**src/cscalc_pkg.sv**
```systemverilog
`timescale 1ns / 1ps
// ----------------------------------------------------------------------------
// cscalc_pkg
// shared types and constants of the character stream calculator
// ----------------------------------------------------------------------------
package cscalc_pkg;

    localparam int DATA_WIDTH_DEF = 32;
    localparam int VALUE_W        = 32;
    localparam int CHAR_W         = 8;
    localparam int TOKQ_DEPTH     = 4;
    localparam int DECIMAL_BASE   = 10;

    // ascii codes
    localparam logic [CHAR_W-1:0] CH_EQ    = 8'h3D;
    localparam logic [CHAR_W-1:0] CH_PLUS  = 8'h2B;
    localparam logic [CHAR_W-1:0] CH_MINUS = 8'h2D;
    localparam logic [CHAR_W-1:0] CH_STAR  = 8'h2A;
    localparam logic [CHAR_W-1:0] CH_SLASH = 8'h2F;
    localparam logic [CHAR_W-1:0] CH_ZERO  = 8'h30;
    localparam logic [CHAR_W-1:0] CH_NINE  = 8'h39;

    typedef enum logic [1:0] {
        OP_ADD = 2'd0,
        OP_SUB = 2'd1,
        OP_MUL = 2'd2,
        OP_DIV = 2'd3
    } t_op;

    typedef enum logic [1:0] {
        TK_DIGIT = 2'd0,
        TK_OP    = 2'd1,
        TK_EQ    = 2'd2,
        TK_BAD   = 2'd3
    } t_tok_kind;

    typedef struct packed {
        t_tok_kind   kind;
        logic [3:0]  digit;
        t_op         op;
    } t_token;

    typedef enum logic [2:0] {
        BK_FETCH = 3'd0,
        BK_MUL   = 3'd1,
        BK_DIV   = 3'd2,
        BK_SIGN  = 3'd3,
        BK_DONE  = 3'd4,
        BK_EMIT  = 3'd5
    } t_back_state;

endpackage

```
**src/char_stream_calculator_core.sv**
```systemverilog
`timescale 1ns / 1ps
// path: a character passes the front stage register and the token queue to the back end; a digit
//   is absorbed at fetch, + and - go to done, * runs the shift-add unit and / the restoring divider
//   and sign step before done; one character per back-end pass, the queue lets input run ahead
// a result is registered at emit once '=' has its operator applied and the output slot is free
// reset: synchronous active low; clears queues, accumulator, operand, pending operator, error flag and machine state
// ----------------------------------------------------------------------------
// char_stream_calculator_core
// left-to-right integer calculator fed by ascii characters, queue style ports
// ----------------------------------------------------------------------------
module char_stream_calculator_core #(
    parameter int DATA_WIDTH = cscalc_pkg::DATA_WIDTH_DEF
) (
    input  logic                          i_clk,
    input  logic                          i_rst_n,
    // character requests
    input  logic                          push,
    input  logic [cscalc_pkg::CHAR_W-1:0] i_char_code,
    output logic                          full,
    // result requests
    output logic                          empty,
    input  logic                          pop,
    output logic [cscalc_pkg::VALUE_W-1:0] o_value,
    output logic                          o_failed
);
    import cscalc_pkg::*;

    // front stage to queue
    logic   front_valid;
    t_token front_tok;
    logic   q_full;

    // queue to back end
    logic   q_valid;
    t_token q_tok;
    logic   q_pop;

    // front: classify the character and hold the token for one stage
    cscalc_front u_front (
        .i_clk       (i_clk),
        .i_rst_n     (i_rst_n),
        .i_push      (push),
        .i_char_code (i_char_code),
        .o_full      (full),
        .o_tok_valid (front_valid),
        .o_tok       (front_tok),
        .i_tok_full  (q_full)
    );

    // short token queue so the front keeps taking requests during long divides
    cscalc_tokq u_tokq (
        .i_clk   (i_clk),
        .i_rst_n (i_rst_n),
        .i_push  (front_valid),
        .i_tok   (front_tok),
        .o_full  (q_full),
        .o_valid (q_valid),
        .o_tok   (q_tok),
        .i_pop   (q_pop)
    );

    // back: arithmetic sequencer with registered result slot
    cscalc_back #(
        .DATA_WIDTH (DATA_WIDTH)
    ) u_back (
        .i_clk       (i_clk),
        .i_rst_n     (i_rst_n),
        .i_tok_valid (q_valid),
        .i_tok       (q_tok),
        .o_tok_pop   (q_pop),
        .i_pop       (pop),
        .o_empty     (empty),
        .o_value     (o_value),
        .o_failed    (o_failed)
    );

endmodule

```
**src/cscalc_front.sv**
```systemverilog
`timescale 1ns / 1ps
// ----------------------------------------------------------------------------
// cscalc_front
// accepts characters, classifies them into tokens and holds one in a stage
// ----------------------------------------------------------------------------
module cscalc_front (
    input  logic                         i_clk,
    input  logic                         i_rst_n,
    input  logic                         i_push,
    input  logic [cscalc_pkg::CHAR_W-1:0] i_char_code,
    output logic                         o_full,
    output logic                         o_tok_valid,
    output cscalc_pkg::t_token           o_tok,
    input  logic                         i_tok_full
);
    import cscalc_pkg::*;

    logic   r_valid;
    t_token r_tok;
    t_token n_tok;
    logic   advance;

    // stage moves when empty or when the queue takes its token
    assign advance     = !r_valid || !i_tok_full;
    assign o_full      = !advance;
    assign o_tok_valid = r_valid;
    assign o_tok       = r_tok;

    always_comb begin
        n_tok.kind  = TK_BAD;
        n_tok.digit = 4'(i_char_code - CH_ZERO);
        n_tok.op    = OP_ADD;
        if (i_char_code inside {[CH_ZERO:CH_NINE]}) begin
            n_tok.kind = TK_DIGIT;
        end else begin
            case (i_char_code)
                CH_PLUS: begin
                    n_tok.kind = TK_OP;
                    n_tok.op   = OP_ADD;
                end
                CH_MINUS: begin
                    n_tok.kind = TK_OP;
                    n_tok.op   = OP_SUB;
                end
                CH_STAR: begin
                    n_tok.kind = TK_OP;
                    n_tok.op   = OP_MUL;
                end
                CH_SLASH: begin
                    n_tok.kind = TK_OP;
                    n_tok.op   = OP_DIV;
                end
                CH_EQ: begin
                    n_tok.kind = TK_EQ;
                end
                default: begin
                    n_tok.kind = TK_BAD;
                end
            endcase
        end
    end

    always_ff @(posedge i_clk) begin
        if (!i_rst_n) begin
            r_valid <= 1'b0;
        end else if (advance) begin
            r_valid <= i_push;
        end
    end

    always_ff @(posedge i_clk) begin
        if (i_push && advance) begin
            r_tok <= n_tok;
        end
    end

endmodule

```
**src/cscalc_tokq.sv**
```systemverilog
`timescale 1ns / 1ps
// ----------------------------------------------------------------------------
// cscalc_tokq
// short token queue between the front and the back
// ----------------------------------------------------------------------------
module cscalc_tokq (
    input  logic               i_clk,
    input  logic               i_rst_n,
    input  logic               i_push,
    input  cscalc_pkg::t_token i_tok,
    output logic               o_full,
    output logic               o_valid,
    output cscalc_pkg::t_token o_tok,
    input  logic               i_pop
);
    import cscalc_pkg::*;

    localparam int PW = $clog2(TOKQ_DEPTH);

    t_token        r_mem [TOKQ_DEPTH];
    logic [PW-1:0] r_wr_ptr;
    logic [PW-1:0] r_rd_ptr;
    logic [PW:0]   r_count;
    logic          do_push;
    logic          do_pop;

    assign o_full  = (r_count == (PW+1)'(TOKQ_DEPTH));
    assign o_valid = (r_count != '0);
    assign o_tok   = r_mem[r_rd_ptr];
    assign do_push = i_push && !o_full;
    assign do_pop  = i_pop && o_valid;

    always_ff @(posedge i_clk) begin
        if (!i_rst_n) begin
            r_wr_ptr <= '0;
            r_rd_ptr <= '0;
            r_count  <= '0;
        end else begin
            if (do_push) begin
                r_wr_ptr <= r_wr_ptr + 1'b1;
            end
            if (do_pop) begin
                r_rd_ptr <= r_rd_ptr + 1'b1;
            end
            if (do_push && !do_pop) begin
                r_count <= r_count + 1'b1;
            end else if (do_pop && !do_push) begin
                r_count <= r_count - 1'b1;
            end
        end
    end

    always_ff @(posedge i_clk) begin
        if (do_push) begin
            r_mem[r_wr_ptr] <= i_tok;
        end
    end

endmodule

```
**src/cscalc_back.sv**
```systemverilog
`timescale 1ns / 1ps
// ----------------------------------------------------------------------------
// cscalc_back
// executes tokens: operand build, add and subtract, shift-add multiply, restoring divide
// ----------------------------------------------------------------------------
module cscalc_back #(
    parameter int DATA_WIDTH = cscalc_pkg::DATA_WIDTH_DEF
) (
    input  logic                          i_clk,
    input  logic                          i_rst_n,
    input  logic                          i_tok_valid,
    input  cscalc_pkg::t_token            i_tok,
    output logic                          o_tok_pop,
    input  logic                          i_pop,
    output logic                          o_empty,
    output logic [cscalc_pkg::VALUE_W-1:0] o_value,
    output logic                          o_failed
);
    import cscalc_pkg::*;

    localparam int CW = $clog2(DATA_WIDTH);
    localparam logic [CW-1:0] CNT_LAST = CW'(DATA_WIDTH - 1);

    t_back_state           r_state, n_state;
    logic [DATA_WIDTH-1:0] r_acc, n_acc;
    logic [DATA_WIDTH-1:0] r_operand, n_operand;
    t_op                   r_pend, n_pend;
    logic                  r_err, n_err;
    t_token                r_tok, n_tok;
    logic [DATA_WIDTH-1:0] r_ma, n_ma;
    logic [DATA_WIDTH-1:0] r_mb, n_mb;
    logic [DATA_WIDTH-1:0] r_rem, n_rem;
    logic                  r_neg, n_neg;
    logic [CW-1:0]         r_cnt, n_cnt;
    logic                  r_out_valid, n_out_valid;
    logic [VALUE_W-1:0]    r_out_value, n_out_value;
    logic                  r_out_failed, n_out_failed;
    logic [DATA_WIDTH:0]   rem_sh;
    logic                  rem_ge;

    function automatic logic [DATA_WIDTH-1:0] mag(input logic [DATA_WIDTH-1:0] v);
        return v[DATA_WIDTH-1] ? (~v + 1'b1) : v;
    endfunction

    assign o_empty  = !r_out_valid;
    assign o_value  = r_out_value;
    assign o_failed = r_out_failed;

    // one restoring divide step
    assign rem_sh = {r_rem, r_ma[DATA_WIDTH-1]};
    assign rem_ge = (rem_sh >= {1'b0, r_mb});

    always_comb begin
        n_state      = r_state;
        n_acc        = r_acc;
        n_operand    = r_operand;
        n_pend       = r_pend;
        n_err        = r_err;
        n_tok        = r_tok;
        n_ma         = r_ma;
        n_mb         = r_mb;
        n_rem        = r_rem;
        n_neg        = r_neg;
        n_cnt        = r_cnt;
        n_out_valid  = r_out_valid;
        n_out_value  = r_out_value;
        n_out_failed = r_out_failed;
        o_tok_pop    = 1'b0;

        if (r_out_valid && i_pop) begin
            n_out_valid = 1'b0;
        end

        case (r_state)
            BK_FETCH: begin
                if (i_tok_valid) begin
                    o_tok_pop = 1'b1;
                    n_tok     = i_tok;
                    case (i_tok.kind)
                        TK_DIGIT: begin
                            if (!r_err) begin
                                n_operand = DATA_WIDTH'(r_operand * DATA_WIDTH'(DECIMAL_BASE))
                                          + DATA_WIDTH'(i_tok.digit);
                            end
                        end
                        TK_BAD: begin
                            n_err = 1'b1;
                        end
                        default: begin
                            if (r_err) begin
                                if (i_tok.kind == TK_EQ) begin
                                    n_state = BK_EMIT;
                                end
                            end else begin
                                case (r_pend)
                                    OP_ADD: begin
                                        n_acc   = r_acc + r_operand;
                                        n_state = BK_DONE;
                                    end
                                    OP_SUB: begin
                                        n_acc   = r_acc - r_operand;
                                        n_state = BK_DONE;
                                    end
                                    OP_MUL: begin
                                        n_ma    = r_acc;
                                        n_mb    = r_operand;
                                        n_acc   = '0;
                                        n_cnt   = CNT_LAST;
                                        n_state = BK_MUL;
                                    end
                                    default: begin
                                        if (r_operand == '0) begin
                                            n_err   = 1'b1;
                                            n_state = BK_DONE;
                                        end else begin
                                            n_ma    = mag(r_acc);
                                            n_mb    = mag(r_operand);
                                            n_rem   = '0;
                                            n_neg   = r_acc[DATA_WIDTH-1]
                                                    ^ r_operand[DATA_WIDTH-1];
                                            n_cnt   = CNT_LAST;
                                            n_state = BK_DIV;
                                        end
                                    end
                                endcase
                            end
                        end
                    endcase
                end
            end
            BK_MUL: begin
                if (r_mb[0]) begin
                    n_acc = r_acc + r_ma;
                end
                n_ma  = r_ma << 1;
                n_mb  = r_mb >> 1;
                n_cnt = r_cnt - 1'b1;
                if (r_cnt == '0) begin
                    n_state = BK_DONE;
                end
            end
            BK_DIV: begin
                n_rem = rem_ge ? DATA_WIDTH'(rem_sh - {1'b0, r_mb}) : DATA_WIDTH'(rem_sh);
                n_ma  = {r_ma[DATA_WIDTH-2:0], rem_ge};
                n_cnt = r_cnt - 1'b1;
                if (r_cnt == '0) begin
                    n_state = BK_SIGN;
                end
            end
            BK_SIGN: begin
                n_acc   = r_neg ? (~r_ma + 1'b1) : r_ma;
                n_state = BK_DONE;
            end
            BK_DONE: begin
                if (r_tok.kind == TK_EQ) begin
                    n_state = BK_EMIT;
                end else begin
                    n_pend    = r_tok.op;
                    n_operand = '0;
                    n_state   = BK_FETCH;
                end
            end
            BK_EMIT: begin
                if (!r_out_valid || i_pop) begin
                    n_out_valid  = 1'b1;
                    n_out_value  = r_err ? '0 : VALUE_W'($signed(r_acc));
                    n_out_failed = r_err;
                    n_acc        = '0;
                    n_operand    = '0;
                    n_pend       = OP_ADD;
                    n_err        = 1'b0;
                    n_state      = BK_FETCH;
                end
            end
            default: begin
                n_state = BK_FETCH;
            end
        endcase
    end

    always_ff @(posedge i_clk) begin
        if (!i_rst_n) begin
            r_state     <= BK_FETCH;
            r_acc       <= '0;
            r_operand   <= '0;
            r_pend      <= OP_ADD;
            r_err       <= 1'b0;
            r_out_valid <= 1'b0;
        end else begin
            r_state     <= n_state;
            r_acc       <= n_acc;
            r_operand   <= n_operand;
            r_pend      <= n_pend;
            r_err       <= n_err;
            r_out_valid <= n_out_valid;
        end
    end

    always_ff @(posedge i_clk) begin
        r_tok        <= n_tok;
        r_ma         <= n_ma;
        r_mb         <= n_mb;
        r_rem        <= n_rem;
        r_neg        <= n_neg;
        r_cnt        <= n_cnt;
        r_out_value  <= n_out_value;
        r_out_failed <= n_out_failed;
    end

endmodule

```
**config.mk**
```make
export PLATFORM = sky130hd
export DESIGN_NAME = char_stream_calculator_core
export DESIGN_NICKNAME = d
export VERILOG_FILES = /design/src/cscalc_pkg.sv /design/src/char_stream_calculator_core.sv /design/src/cscalc_front.sv /design/src/cscalc_tokq.sv /design/src/cscalc_back.sv
export SDC_FILE = /design/constraint.sdc
export NUM_CORES = 1
export LEC_CHECK = 0
export BUFFER_PORTS_ARGS = -buffer_cell sky130_fd_sc_hd__buf_2
export CORE_AREA = 5 5 195 197
export CTS_CLUSTER_SIZE = 28
export DETAILED_ROUTE_END_ITERATION = 7
export DIE_AREA = 0 0 200 202
export GPL_ROUTABILITY_DRIVEN = 0
export PLACE_DENSITY = 0.77
export REMOVE_ABC_BUFFERS = 1
export SYNTH_ARGS = -nofsm -noshare
export SYNTH_HDL_FRONTEND = slang
export SYNTH_SLANG_ARGS = --single-unit
```
**constraint.sdc**
```tcl
create_clock -name i_clk -period 5.4 [get_ports i_clk]
set_input_delay 1.08 -clock i_clk [delete_from_list [all_inputs] [get_ports i_clk]]
set_output_delay 1.08 -clock i_clk [all_outputs]
set_load 0.005 [all_outputs]
```
After elaboration in Yosys (flattened, before gate mapping)
Memories as Yosys holds them, arrays and structs flattened. A register that Yosys moved wholly into a read port is not among the register bits.
Cells that the tools add are included.
{"block": "word_totals", "memories": 1, "reg_bits": 226, "word_cells": 202, "ramBits": 32, "input_bits": 12, "output_inout_bits": 35}
{"block": "op_classes", "muxes": 74, "order_cmp": 3, "addsub": 14, "n_eq_ne": 32, "mul": 1, "n_reduce_logical": 47, "bitwise": 8}
{"memory": "u_tokq.r_mem", "depth": 4, "word_bits": 8, "rd": 1, "rd_clocked_by_memory_dff": 1, "wr": 1, "line_no": "cscalc_tokq.sv:20", "text": "t_token r_mem [TOKQ_DEPTH];"}
{"operator": "32-bit 2-to-1 mux", "count": 26}
{"operator": "32-bit one-hot mux with 3 select lines", "count": 3}
{"operator": "32-bit one-hot mux with 2 select lines", "count": 4}
{"operator": "32-bit one-hot mux with 4 select lines", "count": 1}
{"operator": "32-bit by 1-bit adder with 32-bit output (second input constant)", "count": 3}
{"operator": "32-bit NOT", "count": 3}
{"operator": "32-bit adder", "count": 2}
{"operator": "32-bit subtractor", "count": 2}
{"operator": "6-bit AND reduction", "count": 7}
{"operator": "8-bit by 6-bit equality test with 1-bit output (second input constant)", "count": 5}
{"operator": "33-bit by 32-bit greater-or-equal comparator with 1-bit output", "count": 1}
{"operator": "3-bit 2-to-1 mux", "count": 11}
{"operator": "32-bit by 4-bit adder with 32-bit output", "count": 1}
{"operator": "32-bit logical NOT", "count": 1}
{"operator": "32-bit by 3-bit multiplier with 31-bit output (second input constant)", "count": 1}
{"operator": "5-bit 2-to-1 mux", "count": 4}
{"operator": "5-bit one-hot mux with 2 select lines", "count": 2}
{"operator": "2-bit != test (second input constant)", "count": 9}
{"operator": "3-bit one-hot mux with 6 select lines", "count": 1}
{"operator": "1-bit 2-to-1 mux", "count": 12}
{"operator": "2-bit nonzero test", "count": 6}
{"operator": "3-bit equality test (second input constant)", "count": 3}
{"operator": "3-bit nonzero test", "count": 3}
{"operator": "2-bit equality test (second input constant)", "count": 4}
{"operator": "34 further kinds", "count": 64}

Logic depth before layout (Yosys ltp)
{"block": "logic_depth", "ltp_word": 9, "depth_mapped": 20, "depth_no_buf": 20}

Cells and area by module
Synthesis repeated with hierarchy kept, for this count alone.
{"block": "unflattened", "hier_cells": 2450, "hier_area_um2": 21035.2}
{"mod": "cscalc_back", "seq_area_each_um2": 5595.4, "cells_each": 2333, "instances": 1, "area_per_inst_um2": 19018.2}
{"mod": "cscalc_tokq", "seq_area_each_um2": 1141.1, "cells_each": 90, "instances": 1, "area_per_inst_um2": 1641.6}
{"mod": "cscalc_front", "seq_area_each_um2": 260.2, "cells_each": 27, "instances": 1, "area_per_inst_um2": 375.4}

Worst setup path before layout
OpenSTA, ideal clock, no wires.
{"block": "synth_path", "path_kind": "register to register", "from": "register with a tool-made name", "to": "register u_back.r_ma[0] (enable)", "arrival_time_ps": 4546, "required_ps": 4932, "setup_slack_ps": 386, "setup_ps": 468, "path_buffers": 1, "synth_period_minus_slack_ps": 5014, "stages_incl_launch_ff": 10, "cell_sequence": "dfxtp_1 -> clkbuf_1 -> mux4_2 -> inv_1 -> ha_1 -> inv_1 -> or3_1 -> nor2_1 -> nor3_1 -> nor3b_1"}
{"item": "end signal, assigned", "line_no": "cscalc_back.sv:201", "text": "r_ma <= n_ma;"}
{"item": "end, declared", "line_no": "cscalc_back.sv:30", "text": "logic [DATA_WIDTH-1:0] r_ma, n_ma;"}

Worst setup path after layout
{"block": "layout_path", "from": "register u_back.r_operand[0]", "to": "register u_back.r_acc[31]"}
{"block": "layout_between", "elab_chain_cells": 6, "elab_cells_between_ends": 7, "cone_classes": "2 x add/sub; 5 x mux"}
{"item": "start, declared", "line_no": "cscalc_back.sv:26", "text": "logic [DATA_WIDTH-1:0] r_operand, n_operand;"}
{"item": "start signal, assigned", "line_no": "cscalc_back.sv:192", "text": "r_operand <= n_operand;"}
{"item": "32-bit subtractor or 32-bit adder (tied branches)", "line_no": "cscalc_back.sv:101, cscalc_back.sv:97"}
{"item": "32-bit one-hot mux with 3 select lines *", "line_no": "cscalc_back.sv:95", "text": "case (r_pend)"}
{"item": "32-bit 2-to-1 mux *", "line_no": "cscalc_back.sv:90", "text": "if (r_err) begin"}
{"item": "32-bit 2-to-1 mux *", "line_no": "cscalc_back.sv:79", "text": "case (i_tok.kind)"}
{"item": "32-bit 2-to-1 mux *", "line_no": "cscalc_back.sv:76", "text": "if (i_tok_valid) begin"}
{"item": "32-bit one-hot mux with 4 select lines *", "line_no": "cscalc_back.sv:74", "text": "case (r_state)"}
{"item": "end signal, assigned", "line_no": "cscalc_back.sv:191", "text": "r_acc <= n_acc;"}
{"item": "end, declared", "line_no": "cscalc_back.sv:25", "text": "logic [DATA_WIDTH-1:0] r_acc, n_acc;"}
Mark *: on every way between the ends. The rest lies on a longest branch, timed or not. The select of a mux whose other input is x is not followed.
A chain may end at the register's enable or synchronous reset.

==> impl_metrics.csv <==
group,metric,value,unit
outcome,status,"finished clean",
sta,finalSetupViolations,0,
synthesis,synthFlopType,"edfxtp_1",
setup_path,slowest_stage,"nor4b_2",
sta,relSlewSlack,25.0,%
placed_design,hpwl,40.4,mm
floorplan,die_w,200,um
synthesis,synth_seq_area_share,34.0,%
synthesis,syn_inst,2368,
pwr,p_int,7.33,mW
placed_design,dp_slack,0.674,ns
detailed_routing,num_vias,18043,
placed_design,io_buffers,46,
setup_path,worst-setup-path-type,"register to register",
detailed_routing,drt_iter0_drc,1594,
sta,post-route-period-util,88.6,%
cts,clkSinkCount,260,
sta,worst_pin_slew,1.12,ns
run,cap_violations,0,
detailed_routing,vias_per_cell,6.34,
cts,cts-htree-levels,1,
global_route,grt_pass1_vias,17266,
sta,fin_crit,4.78,ns
min_path,hold_path_class,"register to register",
layout,finalInstanceArea,22200,um2
cts,cts_hold_buf,0,
cts,cts_tree,"built",
cts,cts_buffers,29,
detailed_routing,first_pass_iters,5,
pwr,p_leak,8.91,nW
sta,hold_violations,0,
layout,area_delta_synth_final,7.74,%
setup_path,cp.required,5.85,ns
floorplan,coreArea,36100,um2
global_route,grt_max_degree,71,
cts,cts_resized,0,
layout,layout_common_cells,"nand2_1, nor2_1, o21ai_0",
global_route,grt.overflow.total,0,
min_path,whs_endpoint,"u_tokq.r_mem[3][1]",
setup_path,rr_endpoint,"u_back.r_acc[31]",
setup_path,r2r_setup_slack,0.62,ns
synthesis,synth_cell_types,87,
setup_path,worstPathCellList,"nor3_1, nand3_1, nor4b_2, and2_1, nand2_1, or3_1, or2_2, o21ai_0, xor2_1, ha_1, a21o_1, a21oi_1, nand3_1, o21ai_0, nor2_1, a311oi_1, xnor2_1, o211ai_1",
pwr,peakVddDrop,438,uV
detailed_routing,wl_per_cell,19.2,um
layout,diodes,0,
global_route,grt_pass1_wl,87.9,mm
sta,max_freq,209,MHz
global_route,antenna_found_initial,0,
cts,ctsRootBufferMaster,"clkbuf_16",
setup_path,reg2reg_depth,18,
setup_path,crit_fanout,7,
synthesis,synth_area_per_cell,8.70,um2
global_route,grt_usage,26.2,%
floorplan,start_util,57.1,%
cts,clk_latency,0.57,ns
setup_path,r2r-start,"u_back.r_operand[0]",
pwr,swShare,47.1,%
setup_path,startpoint_type,"register",
layout,final_util,61.5,%
sta,tns,0,ns
layout,drive_gt1_share,7.32,%
sta,fin_ws,0.618,ns
floorplan,dieArea,40400,um2
pwr,p_per_area,624,nW/um2
floorplan,num_rows,70,
floorplan,die_h,202,um
synthesis,synth_area,20600,um2
min_path,worstHoldPathCells,0,
cts,post_cts_buffers,0,
detailed_routing,routed_wl,54.5,mm
synthesis,ys_seq_elements,260,
synthesis,synthArstFlopShare,0,%
setup_path,cpPeakStageDelay,0.45,ns
layout,mostFrequentLayoutCell,"nand2_1",
pwr,p_comb_share,62.9,%
setup_path,critPathCaptureType,"register",
sta,rsz0062_at_grt,"no",
setup_path,crit_arrival,5.23,ns
floorplan,boundaryPins,47,
min_path,hp-start,"u_front.o_tok[1]",
detailed_routing,ant_nets,0,
pwr,total_power,13.9,mW
placed_design,placed_area,21200,um2
sta,final_max_slew_viol_count,0,
pwr,pwr-share-clk,15.2,%
synthesis,synth_edf_count,179,
pwr,p_sw,6.53,mW
detailed_routing,route.detailed.drc,0,
pwr,seq_power_share,21.9,%
layout,final_nets,2538,
cts,clk_pin_slew,0.06,ns
sta,skew,0.0239,ns
synthesis,yosys_warnings,0,
cts,clock_path_buffers,3,
==> cells by family after synthesis <==
group | after synthesis | synth area share (%)
buffers and inverters | 197 | 3.64
AOI/OAI and AO/OA | 678 | 20.9
muxes | 40 | 2.44
adders and majority gates | 171 | 10.6
xor gates and xnor gates | 243 | 10.3
and+or+nand+nor | 779 | 18.1
DFF | 260 | 34.0
==> worst max-delay path by stage <==
stage	start	cells past startpoint	endpoint	slack [ns]
6_report	u_back.r_operand[0]	18	u_back.r_acc[31]	0.62
5_1_grt	u_back.r_operand[1]	20	u_back.r_acc[24]	0.25
4_1_cts	u_back.r_operand[0]	18	u_back.r_acc[31]	0.67
3_5_place_dp	u_back.r_operand[1]	18	u_back.r_acc[31]	0.67
3_3_place_gp	u_back.r_operand[1]	18	u_back.r_acc[31]	0.78
2_1_floorplan	register	8	u_back.r_ma[0]	0.51
==> state kept, by name, indices dropped and copies added (netlist names), named ones only <==
signal,flops
u_tokq.r_rd_ptr,2
u_tokq.r_wr_ptr,2
u_back.r_neg,1
u_back.r_acc,32
u_tokq.r_mem,32
u_back.r_ma,32
u_back.o_value,32
u_back.r_operand,32
u_back.r_cnt,5
u_back.r_tok,4
u_back.r_rem,32
u_back.r_state,3
u_tokq.r_count,3
u_back.r_out_valid,1
u_back.r_err,1
u_front.o_tok_valid,1
u_front.o_tok,8
u_back.o_failed,1
u_back.r_mb,32
u_back.r_pend,2
==> synth_stat cells (21+ instances only) <==
| cell | number | area [um2] |
|---|---|---|
| o21ai_0 | 195 | 976 |
| inv_1 | 84 | 315 |
| ha_1 | 165 | 2060 |
| nand3_1 | 57 | 285 |
| a21oi_1 | 186 | 931 |
| xor2_1 | 106 | 928 |
| nor2_1 | 210 | 788 |
| dfxtp_1 | 81 | 1620 |
| nand2b_1 | 24 | 150 |
| nor3_1 | 40 | 200 |
| nand2_1 | 242 | 908 |
| nor4_1 | 23 | 144 |
| o21a_1 | 22 | 165 |
| mux2i_1 | 30 | 300 |
| edfxtp_1 | 179 | 5380 |
| a21o_1 | 59 | 443 |
| nor2b_1 | 54 | 338 |
| a31oi_1 | 21 | 131 |
| xnor2_1 | 137 | 1200 |
| clkbuf_1 | 92 | 345 |
==> critical path: cells and delay by family (launching register included) <==
kind	cells	cell delay (ns)
flip-flops	1	0.39
adder cells (fa/ha/maj)	1	0.32
AO/OA/AOI/OAI	6	1.41
XOR/XNOR	2	0.34
AND/OR/NAND/NOR	9	2.23
==> final cells by class <==
type	count	area [um2]
fillers	2991	13900
multi-input cells	1911	12900
flip-flops and latches	260	7000
clock buffers	31	733
well taps	468	586
repair buffers	68	395
inverters	85	319
clock inverters	22	282
==> through the flow <==
step / hold slack [ns] / cells
5_1_grt: 0.534 / 2845
6_report: 0.501 / 2845
4_1_cts: 0.502 / 2845
3_5_place_dp: 0.488 / 2792
3_3_place_gp: 0.471 / 2792
2_1_floorplan: 0.459 / 2256
==> routing by layer <==
| metal | track usage [%] | vias up | share of wire [%] |
|---|---|---|---|
| li1 | - | 8650 | - |
| met1 | 36.3 | 8518 | 43 |
| met2 | 42.0 | 744 | 46 |
| met3 | 3.65 | 131 | 7.4 |
| met4 | 9.70 | 0 | 4.0 |
| met5 | 0 | - | 0 |
==> power by group through the flow <==
stage               registers (mW)  logic, mW  clock network [mW]
CTS                           3.02       8.54                2.13
finish                        3.04       8.71                2.11
floorplan                     2.91       6.54                   0
global placement              3.04       8.24                   0
detailed placement            3.06       8.47                   0
global route                  3.07       9.56                2.23
(Power assumes the default switching activity.)
